<file path="src/design/llsel_pkg.sv">
`default_nettype none
// ----------------------------------------------------------------------------
// llsel_pkg: shared types for the least loaded selector
// Command and status groups between the controller and the datapath,
// plus the fixed field widths of the request and result ports.
// ----------------------------------------------------------------------------
package llsel_pkg;

    // width of the target, chosen and server count fields
    localparam int unsigned FIELD_W = 5;

    // reset value of the server count register
    localparam logic [FIELD_W-1:0] SERVERS_RESET = 5'd16;

    // controller to datapath commands
    typedef struct packed {
        logic start;   // capture request, set up the scan range
        logic rd;      // read one count and step the address
        logic wb;      // write back the winning count and send the result
        logic err;     // send the out-of-range result
    } t_dp_cmd;

    // datapath to controller status
    typedef struct packed {
        logic start_bad;   // request on the input names a server out of range
        logic last_rd;     // the current read address is the last of the range
    } t_dp_status;

endpackage
`default_nettype wire

</file>
<file path="src/design/llsel_ctrl.sv">
`default_nettype none
// ----------------------------------------------------------------------------
// llsel_ctrl: request sequencer
// One-hot state machine that walks a request through the count scan,
// the compare drain and the write back, or straight to an error result.
// ----------------------------------------------------------------------------
module llsel_ctrl (
    input  wire                         i_clk,
    input  wire                         i_rst_n,
    input  wire                         start,
    output logic                        busy,
    input  wire llsel_pkg::t_dp_status  i_status,
    output llsel_pkg::t_dp_cmd          o_cmd
);
    import llsel_pkg::*;

    typedef enum logic [4:0] {
        S_IDLE  = 5'b00001,
        S_SCAN  = 5'b00010,
        S_DRAIN = 5'b00100,
        S_WB    = 5'b01000,
        S_ERR   = 5'b10000
    } t_state;

    t_state r_state;
    t_state n_state;

    // next state and command decode
    always_comb begin
        n_state   = r_state;
        o_cmd     = '0;
        case (r_state)
            S_IDLE: begin
                if (start) begin
                    o_cmd.start = 1'b1;
                    n_state     = i_status.start_bad ? S_ERR : S_SCAN;
                end
            end
            S_SCAN: begin
                o_cmd.rd = 1'b1;
                if (i_status.last_rd) begin
                    n_state = S_DRAIN;
                end
            end
            S_DRAIN: begin
                n_state = S_WB;
            end
            S_WB: begin
                o_cmd.wb = 1'b1;
                n_state  = S_IDLE;
            end
            S_ERR: begin
                o_cmd.err = 1'b1;
                n_state   = S_IDLE;
            end
            default: begin
                n_state = S_IDLE;
            end
        endcase
    end

    // state register
    always_ff @(posedge i_clk) begin
        if (!i_rst_n) begin
            r_state <= S_IDLE;
        end else begin
            r_state <= n_state;
        end
    end

    assign busy = (r_state != S_IDLE);

endmodule
`default_nettype wire

</file>
<file path="src/design/llsel_datapath.sv">
`default_nettype none
// ----------------------------------------------------------------------------
// llsel_datapath: count memory, shared comparator and result register
// Holds the per-server load counts, scans a range of them one read per
// cycle keeping the lowest, and writes the saturated increment back.
// ----------------------------------------------------------------------------
module llsel_datapath #(
    parameter int unsigned MAX_SERVERS = 16,
    parameter int unsigned COUNT_BITS  = 32
) (
    input  wire                               i_clk,
    input  wire                               i_rst_n,
    input  wire llsel_pkg::t_dp_cmd           i_cmd,
    output llsel_pkg::t_dp_status             o_status,
    input  wire [llsel_pkg::FIELD_W-1:0]      i_target,
    input  wire                               i_cfg_valid,
    input  wire [llsel_pkg::FIELD_W-1:0]      i_cfg_data,
    output logic                              o_valid,
    output logic [llsel_pkg::FIELD_W-1:0]     o_chosen,
    output logic                              o_bad_target
);
    import llsel_pkg::*;

    localparam int unsigned IW = (MAX_SERVERS > 1) ? $clog2(MAX_SERVERS) : 1;

    // configuration and count storage
    logic [FIELD_W-1:0]    r_siu;
    logic [COUNT_BITS-1:0] r_mem [MAX_SERVERS];
    logic [MAX_SERVERS-1:0] r_vld;

    // scan control
    logic [IW-1:0]         r_addr;
    logic [IW-1:0]         r_hi;
    logic                  r_rd_vld;
    logic [IW-1:0]         r_rd_idx;
    logic [COUNT_BITS-1:0] r_rd_data;
    logic                  r_first;
    logic [COUNT_BITS-1:0] r_best;
    logic [IW-1:0]         r_pick;

    // result register
    logic                  r_out_vld;
    logic [FIELD_W-1:0]    r_chosen;
    logic                  r_bad;

    // request decode
    logic [31:0]           eff_cnt;
    logic [IW-1:0]         last_idx;
    logic [IW-1:0]         named_idx;
    logic [IW-1:0]         lo;
    logic [IW-1:0]         hi;
    logic [COUNT_BITS-1:0] bumped;

    // effective server count, clamped to one and to the storage depth
    always_comb begin
        if (r_siu == '0) begin
            eff_cnt  = 32'd1;
            last_idx = '0;
        end else if (32'(r_siu) > MAX_SERVERS) begin
            eff_cnt  = MAX_SERVERS;
            last_idx = IW'(MAX_SERVERS - 1);
        end else begin
            eff_cnt  = 32'(r_siu);
            last_idx = IW'(r_siu - 5'd1);
        end
    end

    // scan range: the whole active set, or just the named server
    assign named_idx = IW'(i_target - 5'd1);
    assign lo        = (i_target == '0) ? '0 : named_idx;
    assign hi        = (i_target == '0) ? last_idx : named_idx;

    assign o_status.start_bad = (i_target != '0) && (32'(i_target) > eff_cnt);
    assign o_status.last_rd   = (r_addr == r_hi);

    // saturating increment of the winner
    assign bumped = (r_best == '1) ? r_best : r_best + COUNT_BITS'(1);

    // configuration register
    always_ff @(posedge i_clk) begin
        if (!i_rst_n) begin
            r_siu <= SERVERS_RESET;
        end else if (i_cfg_valid) begin
            r_siu <= i_cfg_data;
        end
    end

    // count memory, entries never written read as zero
    always_ff @(posedge i_clk) begin
        if (i_cmd.rd) begin
            r_rd_data <= r_vld[r_addr] ? r_mem[r_addr] : '0;
        end
        if (i_cmd.wb) begin
            r_mem[r_pick] <= bumped;
        end
    end

    always_ff @(posedge i_clk) begin
        if (!i_rst_n) begin
            r_vld <= '0;
        end else if (i_cmd.wb) begin
            r_vld[r_pick] <= 1'b1;
        end
    end

    // scan address and read tracking
    always_ff @(posedge i_clk) begin
        if (i_cmd.start) begin
            r_addr <= lo;
            r_hi   <= hi;
        end else if (i_cmd.rd) begin
            r_addr <= r_addr + IW'(1);
        end
        r_rd_idx <= r_addr;
    end

    always_ff @(posedge i_clk) begin
        if (!i_rst_n) begin
            r_rd_vld <= 1'b0;
        end else begin
            r_rd_vld <= i_cmd.rd;
        end
    end

    // shared comparator, strict less keeps the lowest index on ties
    always_ff @(posedge i_clk) begin
        if (i_cmd.start) begin
            r_first <= 1'b1;
        end else if (r_rd_vld) begin
            r_first <= 1'b0;
            if (r_first || (r_rd_data < r_best)) begin
                r_best <= r_rd_data;
                r_pick <= r_rd_idx;
            end
        end
    end

    // result beat
    always_ff @(posedge i_clk) begin
        if (!i_rst_n) begin
            r_out_vld <= 1'b0;
        end else begin
            r_out_vld <= i_cmd.wb | i_cmd.err;
        end
    end

    always_ff @(posedge i_clk) begin
        if (i_cmd.err) begin
            r_chosen <= '0;
            r_bad    <= 1'b1;
        end else if (i_cmd.wb) begin
            r_chosen <= FIELD_W'(r_pick) + 5'd1;
            r_bad    <= 1'b0;
        end
    end

    assign o_valid      = r_out_vld;
    assign o_chosen     = r_chosen;
    assign o_bad_target = r_bad;

endmodule
`default_nettype wire

</file>
<file path="src/design/least_loaded_selector_core.sv">
`default_nettype none
// ----------------------------------------------------------------------------
// least_loaded_selector_core: least loaded server selector
// Sequence: a pick request reads the counts of the N active servers, one
//   count memory read per cycle into the single shared compare, then drains
//   it and writes back; a named server reads only its own count, a bad one
//   goes straight to the error beat. No new request is taken until idle.
// Reset: synchronous, clears all counts to zero and the server count to 16;
//   the result beat cannot be stalled by the receiver.
// ----------------------------------------------------------------------------
module least_loaded_selector_core #(
    parameter int unsigned MAX_SERVERS = 16,
    parameter int unsigned COUNT_BITS  = 32
) (
    input  wire                            i_clk,
    input  wire                            i_rst_n,
    input  wire                            start,
    output logic                           busy,
    input  wire [llsel_pkg::FIELD_W-1:0]   i_target,
    input  wire                            i_cfg_valid,
    output logic                           o_cfg_ready,
    input  wire [llsel_pkg::FIELD_W-1:0]   i_cfg_data,
    output logic                           o_valid,
    output logic [llsel_pkg::FIELD_W-1:0]  o_chosen,
    output logic                           o_bad_target
);
    import llsel_pkg::*;

    t_dp_cmd    dp_cmd;
    t_dp_status dp_status;

    // register writes are always taken
    assign o_cfg_ready = 1'b1;

    // sequencer
    llsel_ctrl u_ctrl (
        .i_clk    (i_clk),
        .i_rst_n  (i_rst_n),
        .start    (start),
        .busy     (busy),
        .i_status (dp_status),
        .o_cmd    (dp_cmd)
    );

    // counts, comparator and result
    llsel_datapath #(
        .MAX_SERVERS (MAX_SERVERS),
        .COUNT_BITS  (COUNT_BITS)
    ) u_datapath (
        .i_clk        (i_clk),
        .i_rst_n      (i_rst_n),
        .i_cmd        (dp_cmd),
        .o_status     (dp_status),
        .i_target     (i_target),
        .i_cfg_valid  (i_cfg_valid),
        .i_cfg_data   (i_cfg_data),
        .o_valid      (o_valid),
        .o_chosen     (o_chosen),
        .o_bad_target (o_bad_target)
    );

    // a taken request always makes the block busy in the cycle after
    a_start_busy: assert property (@(posedge i_clk) disable iff (!i_rst_n)
        (start && !busy) |=> busy)
        else $error("request taken without going busy");

    // one beat per request, never two in a row
    a_single_beat: assert property (@(posedge i_clk) disable iff (!i_rst_n)
        o_valid |=> !o_valid)
        else $error("back to back result beats");

    // an out-of-range result reports no server
    a_err_zero: assert property (@(posedge i_clk) disable iff (!i_rst_n)
        (o_valid && o_bad_target) |-> (o_chosen == '0))
        else $error("error beat names a server");

    // the beat goes out once the sequencer has returned to idle
    a_beat_idle: assert property (@(posedge i_clk) disable iff (!i_rst_n)
        o_valid |-> !busy)
        else $error("result beat while still busy");

endmodule
`default_nettype wire
</file>
<file path="config.mk">
export PLATFORM = sky130hd
export DESIGN_NAME = least_loaded_selector_core
export DESIGN_NICKNAME = d
export VERILOG_FILES = /design/src/design/llsel_pkg.sv /design/src/design/llsel_ctrl.sv /design/src/design/llsel_datapath.sv /design/src/design/least_loaded_selector_core.sv
export SDC_FILE = /design/constraint.sdc
export NUM_CORES = 1
export LEC_CHECK = 0
export BUFFER_PORTS_ARGS = -buffer_cell sky130_fd_sc_hd__buf_2
export CORE_ASPECT_RATIO = 1.75
export CORE_MARGIN = 3
export CORE_UTILIZATION = 65
export CTS_CLUSTER_SIZE = 20
export DETAILED_ROUTE_END_ITERATION = 8
export GPL_ROUTABILITY_DRIVEN = 0
export PLACE_DENSITY_LB_ADDON = 0.2
export REMOVE_ABC_BUFFERS = 1
export SYNTH_ARGS = -nofsm -noshare
export SYNTH_HDL_FRONTEND = slang
export SYNTH_SLANG_ARGS = --single-unit
</file>
<file path="constraint.sdc">
create_clock -name i_clk -period 8.3 [get_ports i_clk]
set_input_delay 1.245 -clock i_clk [delete_from_list [all_inputs] [get_ports i_clk]]
set_output_delay 1.245 -clock i_clk [all_outputs]
set_load 0.02 [all_outputs]
</file>
==> key figures, run 1 <==
Clock network
  – CTS Buf Count: 51
  – Post-CTS Hold Fix Bufs: 0
  – H-tree Lvls: 2
  – Num Clock Sinks: 627
  – Clk root buf: clkbuf_16
  – Clk buf depth: 3
  – Post-CTS setup buffer count: 0
  – CTS tree: built
  – Clk slew on worst S/H paths: 0.07 ns
  – PostCTS Resize Cnt: 0
  – Clk_lat worst skew: 0.58 ns

Routing
  – Highest routed layer: met4
  – Total number of vias: 12200
  – Post-route ant nets: 0
  – Final wirelength: 52900 um
  – Post-DR wirelength/cell: 29.0 um
  – Met2 WL: 28600 um
  – Drt drc: 0
  – DRT met1 WL: 19500 um
  – Iter 0 DRT Violations: 1124
  – Vias per Instance: 6.68
  – First drt pass iteration count: 5
  – Metal3 WL: 3060 um

Global routing
  – Largest net degree at the start of global routing: 97
  – First-pass GRT wire length: 79800 um
  – Total gr overflow: 0
  – Number of global-route vias before repair: 12700
  – Initial antenna violation count: 0
  – Overall routing resource usage: 26.5%

Layout
  – Antenna cell count: 0
  – Final net count: 1359
  – Most frequent cells in the layout: 588 x edfxtp_1, 164 x mux4_2, 54 x clkbuf_16
  – Final core utilization: 72.5%
  – Area added between synthesis and finish: 9.37%
  – Share of layout cells above drive strength 1: 23.4%
  – Leading cell type in the layout, fill and taps excluded: edfxtp_1
  – Final Instance Area: 0.0276 mm2

Die
  – Die Area: 0.0413 mm2
  – Die Y: 266 um
  – Core area: 0.0380 mm2
  – Initial Utilization: 66.3%
  – Die width: 155 um
  – Core Rows: 94
  – Number of I/O pins: 23

STA
  – Setup repair after global routing missed its margin: false
  – Final min period: 3.77 ns
  – Fmax: 265 MHz
  – Fin crit share: 45.5%
  – Final Hold Fails: 0
  – Clock Skew: 0.0292 ns
  – Slew headroom: 11.5%
  – Final WS setup: 4.53 ns
  – Final setup viols: 0
  – Worst-Margin Slew: 1.32 ns
  – Max-slew violations: 0
  – Setup TNS Final: 0 ns

Pwr
  – Switching pwr: 1.35 mW
  – Worst vdd ir: 0.230 mV
  – Register share of total power: 54.0%
  – Leak Pwr: 8.98 nW
  – Pint: 5.05 mW
  – Clk pwr share: 37.2%
  – Logic gate share of total power: 8.8%
  – PD cells: 232 mW/mm2
  – Sw frac: 21.1%
  – Overall power: 6.41 mW

Synth
  – Syn Inst Count: 1246
  – Netlist cell types: 54
  – Top FF cell, synth: edfxtp_1
  – Asr flop ratio synth: 0%
  – EDFF count, synth: 588
  – Synth Cell Area: 0.0252 mm2
  – Post-synthesis sequential area ratio: 73.2%
  – Post-synthesis register bit count: 627
  – Yosys warnings: 0
  – Mean Syn Cell Area: 20.2 um2

Setup path
  – RR Startpoint: u_datapath.r_addr[0]
  – Crit path max fanout: 96
  – R2r worst-path depth: 5
  – Startpoint Class: register
  – CP arrival: 4.05 ns
  – CP Capture Type: register
  – Slowest stage cell, crit path: edfxtp_1
  – Setup CP Type: register to register
  – Worst R2R End: u_datapath.r_rd_data[18]
  – CP max stage delay: 0.84 ns
  – Setup crit start: u_datapath.r_addr[0]
  – R2R setup slack: 4.53 ns
  – Worst path required time: 8.57 ns
  – Most used cell, CP: mux4_2
  – CP cell instances: buf_12, buf_4, mux4_2, mux4_2, nor2b_1

Hold path
  – Hold crit path type: register to register
  – Min-delay src: u_datapath.r_rd_idx[3]
  – Hold path depth: 0
  – WHS Endpoint: u_datapath.r_pick[3]

Place
  – Worst slack at placement: 4.43 ns
  – Post-Place Cell Area: 0.0259 mm2
  – HPWL after DPL: 29000 um
  – PortBufs: 21

Job
  – Max-cap viol count: 0

Run status
  – Outcome: finished clean
## area by class of cell
type	instances	area, um2
clock inverters	22	171
well taps	480	601
flip-flops and latches	627	18400
fillers	2152	10400
clock buffers	73	1480
inverters	43	161
repair buffers	51	343
multi-input cells	526	6360
## per-stage QoR
step | hold WS (ns) | instances
floorplan | 0.386 | 1196
global placement | 0.389 | 1727
detailed placement | 0.390 | 1727
CTS | 0.402 | 1822
global route | 0.402 | 1822
finish | 0.403 | 1822
## cell usage after synthesis, drive strengths merged (12+ instances only)
master	count	share of area, %
edfxtp	588	70
mux4	164	15
ha	45	2.2
inv	43	0.64
dfxtp	39	3.1
nor2b	38	0.94
xnor2	34	1.2
nand2	32	0.48
buf	27	0.77
clkbuf	23	0.34
nor2	21	0.31
o21a	16	0.48
a21oi	15	0.30
nand3	15	0.30
o21ai	15	0.30
nand4	14	0.35
and2	13	0.32
and3	13	0.32
and4	12	0.42
nor3	12	0.24
## worst max-delay path by stage
stage                               end  slack (ns)  cells after the start
5_1_grt        u_datapath.r_rd_data[18]        4.16                      5
4_1_cts        u_datapath.r_rd_data[18]        4.37                      5
2_1_floorplan   u_datapath.r_rd_data[0]        0.65                      4
3_5_place_dp   u_datapath.r_rd_data[18]        4.43                      5
6_report       u_datapath.r_rd_data[18]        4.53                      5
3_3_place_gp   u_datapath.r_rd_data[18]        4.50                      5
## flip-flops by register name, summed over array words and instances, names as in the netlist, 4 cells and up
signal and flops:
u_ctrl.r_state 5, u_datapath.r_rd_idx 4, u_datapath.r_siu 5, u_datapath.r_addr 4, u_datapath.o_chosen 5, u_datapath.r_mem 512
u_datapath.r_hi 4, u_datapath.r_vld 16, u_datapath.r_rd_data 32, u_datapath.r_best 32, u_datapath.r_pick 4
## layer usage
| layer | GRT usage (%) | vias to the layer above |
|---|---|---|
| li1 | - | 5178 |
| met1 | 35.3 | 6387 |
| met2 | 46.5 | 508 |
| met3 | 2.99 | 106 |
| met4 | 9.10 | 0 |
| met5 | 0 | - |
## worst max-delay path, delay by kind of cell (launching register included)
kind                   cells  cell delay [ns]
buffers and inverters      2             1.32
muxes                      2             1.06
DFF                        1             0.84
and+or+nand+nor            1             0.15
## power by group through the flow
stage / Combinational [mW] / Sequential (mW) / Clock [mW]
4_1_cts: 0.578 / 3.46 / 2.41
2_1_floorplan: 0.409 / 3.61 / 0
6_report: 0.566 / 3.46 / 2.38
3_5_place_dp: 0.572 / 3.53 / 0
5_1_grt: 0.607 / 3.46 / 2.52
3_3_place_gp: 0.563 / 3.53 / 0
## logic make-up (layout without fill, tap and decap cells)
kind of cell	count (synthesis)	in the layout	share of synthesized area (%)
multiplexers	173	173	15.0
XOR/XNOR	40	40	1.39
AND/OR/NAND/NOR	191	191	4.36
buffers and inverters	93	189	1.76
flip-flops	627	627	73.2
adder cells (fa/ha/maj)	47	47	2.31
AO/OA/AOI/OAI	74	74	1.97
other	1	1	0.0149
Note: power is estimated with default switching activity, not from simulation.
==> run 2, diff against run 1 <==
- CORE_UTILIZATION: 65 -> 63
- clock period: 8.3 -> 3.5 ns (I/O delays scaled with it)
==> run 2 against run 1 <==
Routed wire length is 1.5% higher. Utilization is 1.3 points lower. Register-to-register slack worse by 4.1 ns. Critical path type unchanged. Highest routed layer unchanged.
==> key figures, run 2 (synthesis gave the netlist of run 1 again) <==
Run status
  – Outcome: finished clean (unchanged)

Clock network
  – CTS Buf Count: 51 (unchanged)
  – Num Clock Sinks: 627 (unchanged)
  – H-tree Lvls: 2 (unchanged)
  – Clk buf depth: 3 (unchanged)
  – Clk root buf: clkbuf_16 (unchanged)
  – CTS tree: built (unchanged)
  – Clk_lat worst skew: 0.58 ns (about the same)
  – Post-CTS setup buffer count: 0 (unchanged)
  – Clk slew on worst S/H paths: 0.07 ns (about the same)
  – PostCTS Resize Cnt: 0 (unchanged)
  – Post-CTS Hold Fix Bufs: 0 (unchanged)

Global routing
  – Overall routing resource usage: 26.1% (was 26.5%)
  – Number of global-route vias before repair: 13000 (was 12700)
  – Total gr overflow: 0 (unchanged)
  – Initial antenna violation count: 0 (unchanged)
  – First-pass GRT wire length: 80700 um (was 79800 um)
  – Largest net degree at the start of global routing: 105 (was 97)

Place
  – PortBufs: 21 (unchanged)
  – Post-Place Cell Area: 0.0264 mm2 (was 0.0259 mm2)
  – HPWL after DPL: 31100 um (was 29000 um)

Die
  – Die Y: 271 um (was 266 um)
  – Initial Utilization: 64.0% (was 66.3%)
  – Die width: 157 um (was 155 um)
  – Die Area: 0.0425 mm2 (was 0.0413 mm2)
  – Number of I/O pins: 23 (unchanged)
  – Core area: 0.0394 mm2 (was 0.0380 mm2)
  – Core Rows: 96 (was 94)

Layout
  – Final-layout fill cell count: 2319 (was 2152)
  – Final Instance Area: 0.0281 mm2 (was 0.0276 mm2)
  – Biggest register: u_datapath.r_mem (unchanged)
  – Final net count: 1394 (was 1359)
  – Leading cell type in the layout, fill and taps excluded: edfxtp_1 (unchanged)
  – Share of layout cells above drive strength 1: 25.7% (was 23.4%)
  – Area added between synthesis and finish: 11.3% (was 9.37%)
  – Top flop regs: u_datapath.r_mem x512, u_datapath.r_best x32, u_datapath.r_rd_data x32 (unchanged)
  – Most frequent cells in the layout: 588 x edfxtp_1, 164 x mux4_2, 54 x clkbuf_16 (unchanged)
  – Antenna cell count: 0 (unchanged)
  – Max reg flops: 512 (unchanged)

STA
  – Fin crit share: 87.1% (was 45.5%)
  – Max-slew violations: 0 (unchanged)
  – Worst-Margin Slew: 1.27 ns (was 1.32 ns)
  – Setup repair after global routing missed its margin: false (unchanged)
  – Final Hold Fails: 0 (unchanged)
  – Fmax: 328 MHz (was 265 MHz)
  – Final setup viols: 0 (unchanged)
  – Final min period: 3.05 ns (was 3.77 ns)
  – Min Hold Slack: 0.167 ns (was 0.403 ns)
  – Slew headroom: 15.1% (was 11.5%)
  – Clock Skew: 0.0313 ns (was 0.0292 ns)

Routing
  – Drt drc: 0 (unchanged)
  – First drt pass iteration count: 6 (was 5)
  – Post-DR wirelength/cell: 28.8 um (was 29.0 um)
  – Iter 0 DRT Violations: 1252 (was 1124)
  – Final wirelength: 53700 um (was 52900 um)
  – Vias per Instance: 6.66 (was 6.68)
  – Total number of vias: 12400 (was 12200)
  – Post-route ant nets: 0 (unchanged)

Hold path
  – Hold crit path type: primary input to register (was register to register)

Pwr
  – Leak Pwr: 9.21 nW (was 8.98 nW)
  – Worst vdd ir: 0.523 mV (was 0.230 mV)
  – PD cells: 545 mW/mm2 (was 232 mW/mm2)

Setup path
  – CP arrival: 3.25 ns (was 4.05 ns)
  – Crit path max fanout: 16 (was 96)
  – CP Capture Type: register (unchanged)
  – Worst path required time: 3.70 ns (was 8.57 ns)
  – Setup CP Type: register to register (unchanged)
  – Startpoint Class: register (unchanged)

Job
  – Max-cap viol count: 0 (unchanged)
run 2: cell count changes in the layout (fill, tap and decap cells not counted), sizes merged:
| cell | change |
|---|---|
| clkinvlp | +2 |
| clkbuf | -3 |
| clkinv | +1 |
| buf | +35 |
| inv | -2 |
| bufinv | +1 |
run 2: final timing paths:
kind / start / to / slack (ns) / cells past startpoint
worst min-delay path: i_cfg_data[4] / u_datapath.r_siu[4] / 0.17 / 3
worst max register to register: u_datapath.r_best[0] / u_datapath.r_mem[0][15] / 0.45 / 7
worst min register to register: u_datapath.r_rd_idx[1] / u_datapath.r_pick[1] / 0.41 / 0
worst max-delay path: u_datapath.r_best[0] / u_datapath.r_mem[0][15] / 0.45 / 7
run 2: where the power goes:
| group | internal (mW) | switching, mW | total (mW) |
|---|---|---|---|
| sequential | 8.16 | 0.0513 | 8.21 |
| combinational | 0.725 | 0.648 | 1.37 |
| clock | 3.17 | 2.55 | 5.72 |
run 2: cell type report:
cell class,instances,area [um2],share of cell area [%]
Clock buffer,70,1460,5.21
Clock inverter,24,224,0.798
Inverter,43,161,0.575
Multi-Input combinational cell,526,6360,22.7
Sequential cell,627,18400,65.7
Tap cell,490,613,2.19
Timing Repair Buffer,86,793,2.83
run 2: worst max-delay path, cell delays in order (launching register included):
cell	delay, ns
edfxtp_1	0.44
ha_1	0.28
and4_1	0.22
and3_1	0.19
nand3_1	0.35
buf_4	0.20
nand4_1	0.11
xnor2_1	0.89
run 2: per-stage QoR:
| step | TNS (ns) | power [mW] | worst slack [ns] | utilization, % | std cells |
|---|---|---|---|---|---|
| after global routing | 0 | 15.7 | 0.253 | 71.2 | 1866 |
| after floorplan | -186.13 | 9.54 | -4.15 | - | 1196 |
| after global placement | 0 | 9.75 | 0.627 | 66.9 | 1772 |
| final | 0 | 15.3 | 0.452 | 71.2 | 1866 |
| after detailed placement | 0 | 9.77 | 0.508 | 66.9 | 1772 |
| after CTS | 0 | 15.4 | 0.517 | 71.2 | 1866 |
run 2: metal layers:
metal  GRT usage [%]  wire (um)  up-vias  share of wire (%)
met1            35.1      19900     6526                 37
met2            44.0      28300      523                 53
met5               0          0        -                  0
li1                -          -     5249                  -
met3            3.87       3400      135                6.3
met4            9.69       2100        0                3.9
==> run 3, diff against run 2 <==
- SYNTH_HIERARCHICAL: unset -> 1
==> run 3 against run 2 <==
Maximum frequency decreased by 3.5%. Clock-buffer cell count shrank 2. Routed wire length fell by 0.52%. Highest routed layer unchanged. Combinational power rose by 7%. Final area is 0.51% lower. Clock skew shrank 0.021 ns. Area after synthesis decreased by 0.22%. Setup slack got worse by 0.11 ns. Via count shrank 1.3%.
==> key figures, run 3 <==
Layout
  – Final Instance Area: 0.0279 mm2 (was 0.0281 mm2)
  – Max reg flops: 512 (unchanged)
  – Biggest register: u_datapath/r_mem (was u_datapath.r_mem)
  – Final net count: 1396 (was 1394)
  – Area added between synthesis and finish: 11.0% (was 11.3%)
  – Top flop regs: u_datapath/r_mem x512, u_datapath/r_best x32, u_datapath/r_rd_data x32 (was u_datapath.r_mem x512, u_datapath.r_best x32, u_datapath.r_rd_data x32)
  – Most frequent cells in the layout: 588 x edfxtp_1, 164 x mux4_2, 54 x clkbuf_16 (unchanged)
  – Antenna cell count: 0 (unchanged)
  – Leading cell type in the layout, fill and taps excluded: edfxtp_1 (unchanged)
  – Share of layout cells above drive strength 1: 25.0% (was 25.7%)

Global routing
  – Total gr overflow: 0 (unchanged)
  – First-pass GRT wire length: 80800 um (was 80700 um)
  – Initial antenna violation count: 0 (unchanged)
  – Largest net degree at the start of global routing: 71 (was 105)
  – Overall routing resource usage: 25.9% (was 26.1%)
  – Number of global-route vias before repair: 12900 (was 13000)

Setup path
  – RR Startpoint: u_datapath/r_best[0] (was u_datapath.r_best[0])
  – R2R setup slack: 0.34 ns (was 0.45 ns)
  – Setup crit start: u_datapath/r_best[0] (was u_datapath.r_best[0])
  – Worst path required time: 3.72 ns (was 3.70 ns)
  – CP Capture Type: register (unchanged)
  – Crit path max fanout: 16 (unchanged)
  – Startpoint Class: register (unchanged)
  – Setup CP Type: register to register (unchanged)
  – CP arrival: 3.38 ns (was 3.25 ns)

STA
  – Worst-Margin Slew: 1.29 ns (was 1.27 ns)
  – Final WS setup: 0.342 ns (was 0.452 ns)
  – Slew headroom: 13.7% (was 15.1%)
  – Final min period: 3.16 ns (was 3.05 ns)
  – Fin crit share: 90.2% (was 87.1%)
  – Fmax: 317 MHz (was 328 MHz)
  – Final setup viols: 0 (unchanged)
  – Final Hold Fails: 0 (unchanged)
  – Clock Skew: 0.0108 ns (was 0.0313 ns)
  – Setup repair after global routing missed its margin: false (unchanged)
  – Max-slew violations: 0 (unchanged)

Synth
  – EDFF count, synth: 588 (unchanged)
  – Syn Inst Count: 1251 (was 1246)
  – Top FF cell, synth: edfxtp_1 (unchanged)
  – Top-count cell post-synth: edfxtp_1 (unchanged)
  – Yosys warnings: 6 (was 0)
  – Top-area cell type share of the netlist area: 70.2% (was 70.1%)
  – Synth area leaders: edfxtp_1 70%, mux4_2 15%, dfxtp_1 3.1% (unchanged)
  – Mean Syn Cell Area: 20.1 um2 (was 20.2 um2)
  – Most frequent cells after synthesis: 588 x edfxtp_1, 164 x mux4_2, 45 x ha_1, 43 x inv_1, 39 x dfxtp_1 (unchanged)
  – Netlist cell types: 51 (was 54)
  – Synth area leader: edfxtp_1 (unchanged)
  – Post-synthesis register bit count: 627 (unchanged)
  – Synth Cell Area: 0.0251 mm2 (was 0.0252 mm2)
  – Asr flop ratio synth: 0% (unchanged)
  – Post-synthesis sequential area ratio: 73.3% (was 73.2%)

Clock network
  – Clk buf depth: 3 (unchanged)
  – Clk_lat worst skew: 0.58 ns (about the same)
  – PostCTS Resize Cnt: 0 (unchanged)
  – Post-CTS Hold Fix Bufs: 0 (unchanged)
  – CTS Buf Count: 52 (was 51)
  – Clk root buf: clkbuf_16 (unchanged)
  – CTS tree: built (unchanged)
  – Num Clock Sinks: 627 (unchanged)
  – H-tree Lvls: 2 (unchanged)
  – Post-CTS setup buffer count: 0 (unchanged)
  – Clk slew on worst S/H paths: 0.07 ns (about the same)

Run status
  – Outcome: finished clean (unchanged)

Routing
  – Post-route ant nets: 0 (unchanged)
  – Post-DR wirelength/cell: 28.6 um (was 28.8 um)
  – Iter 0 DRT Violations: 1197 (was 1252)
  – First drt pass iteration count: 7 (was 6)
  – Drt drc: 0 (unchanged)
  – Total number of vias: 12300 (was 12400)
  – Final wirelength: 53400 um (was 53700 um)
  – Vias per Instance: 6.56 (was 6.66)

Die
  – Number of I/O pins: 23 (unchanged)
  – Die Y: 270 um (was 271 um)
  – Die Area: 0.0424 mm2 (was 0.0425 mm2)
  – Die width: 157 um (about the same)
  – Initial Utilization: 64.0% (about the same)
  – Core area: 0.0393 mm2 (was 0.0394 mm2)
  – Core Rows: 96 (unchanged)

Place
  – PortBufs: 21 (unchanged)
  – Post-Place Cell Area: 0.0263 mm2 (was 0.0264 mm2)
  – Worst slack at placement: 0.396 ns (was 0.508 ns)
  – HPWL after DPL: 31400 um (was 31100 um)

Hold path
  – Min-delay src: i_cfg_data[4] (unchanged)
  – Hold crit path type: primary input to register (unchanged)

Pwr
  – PD cells: 543 mW/mm2 (was 545 mW/mm2)
  – Leak Pwr: 9.09 nW (was 9.21 nW)
  – Worst vdd ir: 0.382 mV (was 0.523 mV)

Job
  – Max-cap viol count: 0 (unchanged)
## run 3: cell count changes in the layout (fill, tap and decap cells not counted), moves of 6 or more
cell	change
and2_2	-8
and3_2	-8
and4_1	-7
buf_12	-6
clkinv_2	+7
nand3_1	+6
nor2_4	+12
nor3_2	+6
o21ai_0	-7
## run 3: power breakdown
| group | switching, mW | internal [mW] |
|---|---|---|
| combinational | 0.693 | 0.766 |
| clock | 2.50 | 3.00 |
| sequential | 0.0444 | 8.16 |
| total | 3.24 | 11.9 |
## run 3: area by class of cell
type                    count  area (um2)
multi-input cells         531        6400
fillers                  2347       11400
inverters                  43         161
clock buffers              68        1410
repair buffers             82         688
clock inverters            29         196
flip-flops and latches    627       18400
well taps                 490         613
## run 3: final timing paths
path / depth (start not counted) / endpoint
max reg2reg: 7 / u_datapath/r_mem[2][28]
max: 7 / u_datapath/r_mem[2][28]
min reg2reg: 0 / u_datapath/r_pick[2]
min: 3 / u_datapath/r_siu[4]
## run 3: metrics by stage
| step | util [%] | cells | power (mW) | hold slack, ns | TNS (ns) |
|---|---|---|---|---|---|
| 2_1_floorplan | - | 1201 | 9.58 | 0.386 | -422.49 |
| 3_3_place_gp | 67.0 | 1773 | 9.82 | 0.389 | 0 |
| 3_5_place_dp | 67.0 | 1773 | 9.84 | 0.394 | 0 |
| 4_1_cts | 71.1 | 1870 | 15.3 | 0.163 | 0 |
| 5_1_grt | 71.1 | 1870 | 15.6 | 0.188 | 0 |
| 6_report | 71.1 | 1870 | 15.2 | 0.184 | 0 |
## run 3: cell families after synthesis
group / count (synthesis) / synth area share (%)
flip-flops: 627 / 73.3
AND/OR/NAND/NOR: 198 / 4.20
multiplexers: 174 / 15.1
buffers and inverters: 93 / 1.76
AO/OA/AOI/OAI: 71 / 1.88
adder cells (fa/ha/maj): 47 / 2.32
XOR/XNOR: 40 / 1.39
other: 1 / 0.0149
## run 3: layer usage
layer / up-vias / wire (um) / GRT usage (%)
met3: 116 / 2790 / 2.97
li1: 5243 / - / -
met4: 0 / 1800 / 8.43
met5: - / 0 / 0
met1: 6481 / 19300 / 33.1
met2: 436 / 29500 / 46.4
## run 3: worst max-delay path, cell delays in order (launching register included)
cell and delay, ns:
edfxtp_1 0.44, ha_1 0.21, nand3_1 0.11, or3_1 0.45
nor3_1 0.23, nand3_1 0.16, or3_1 0.35, xnor2_1 0.85
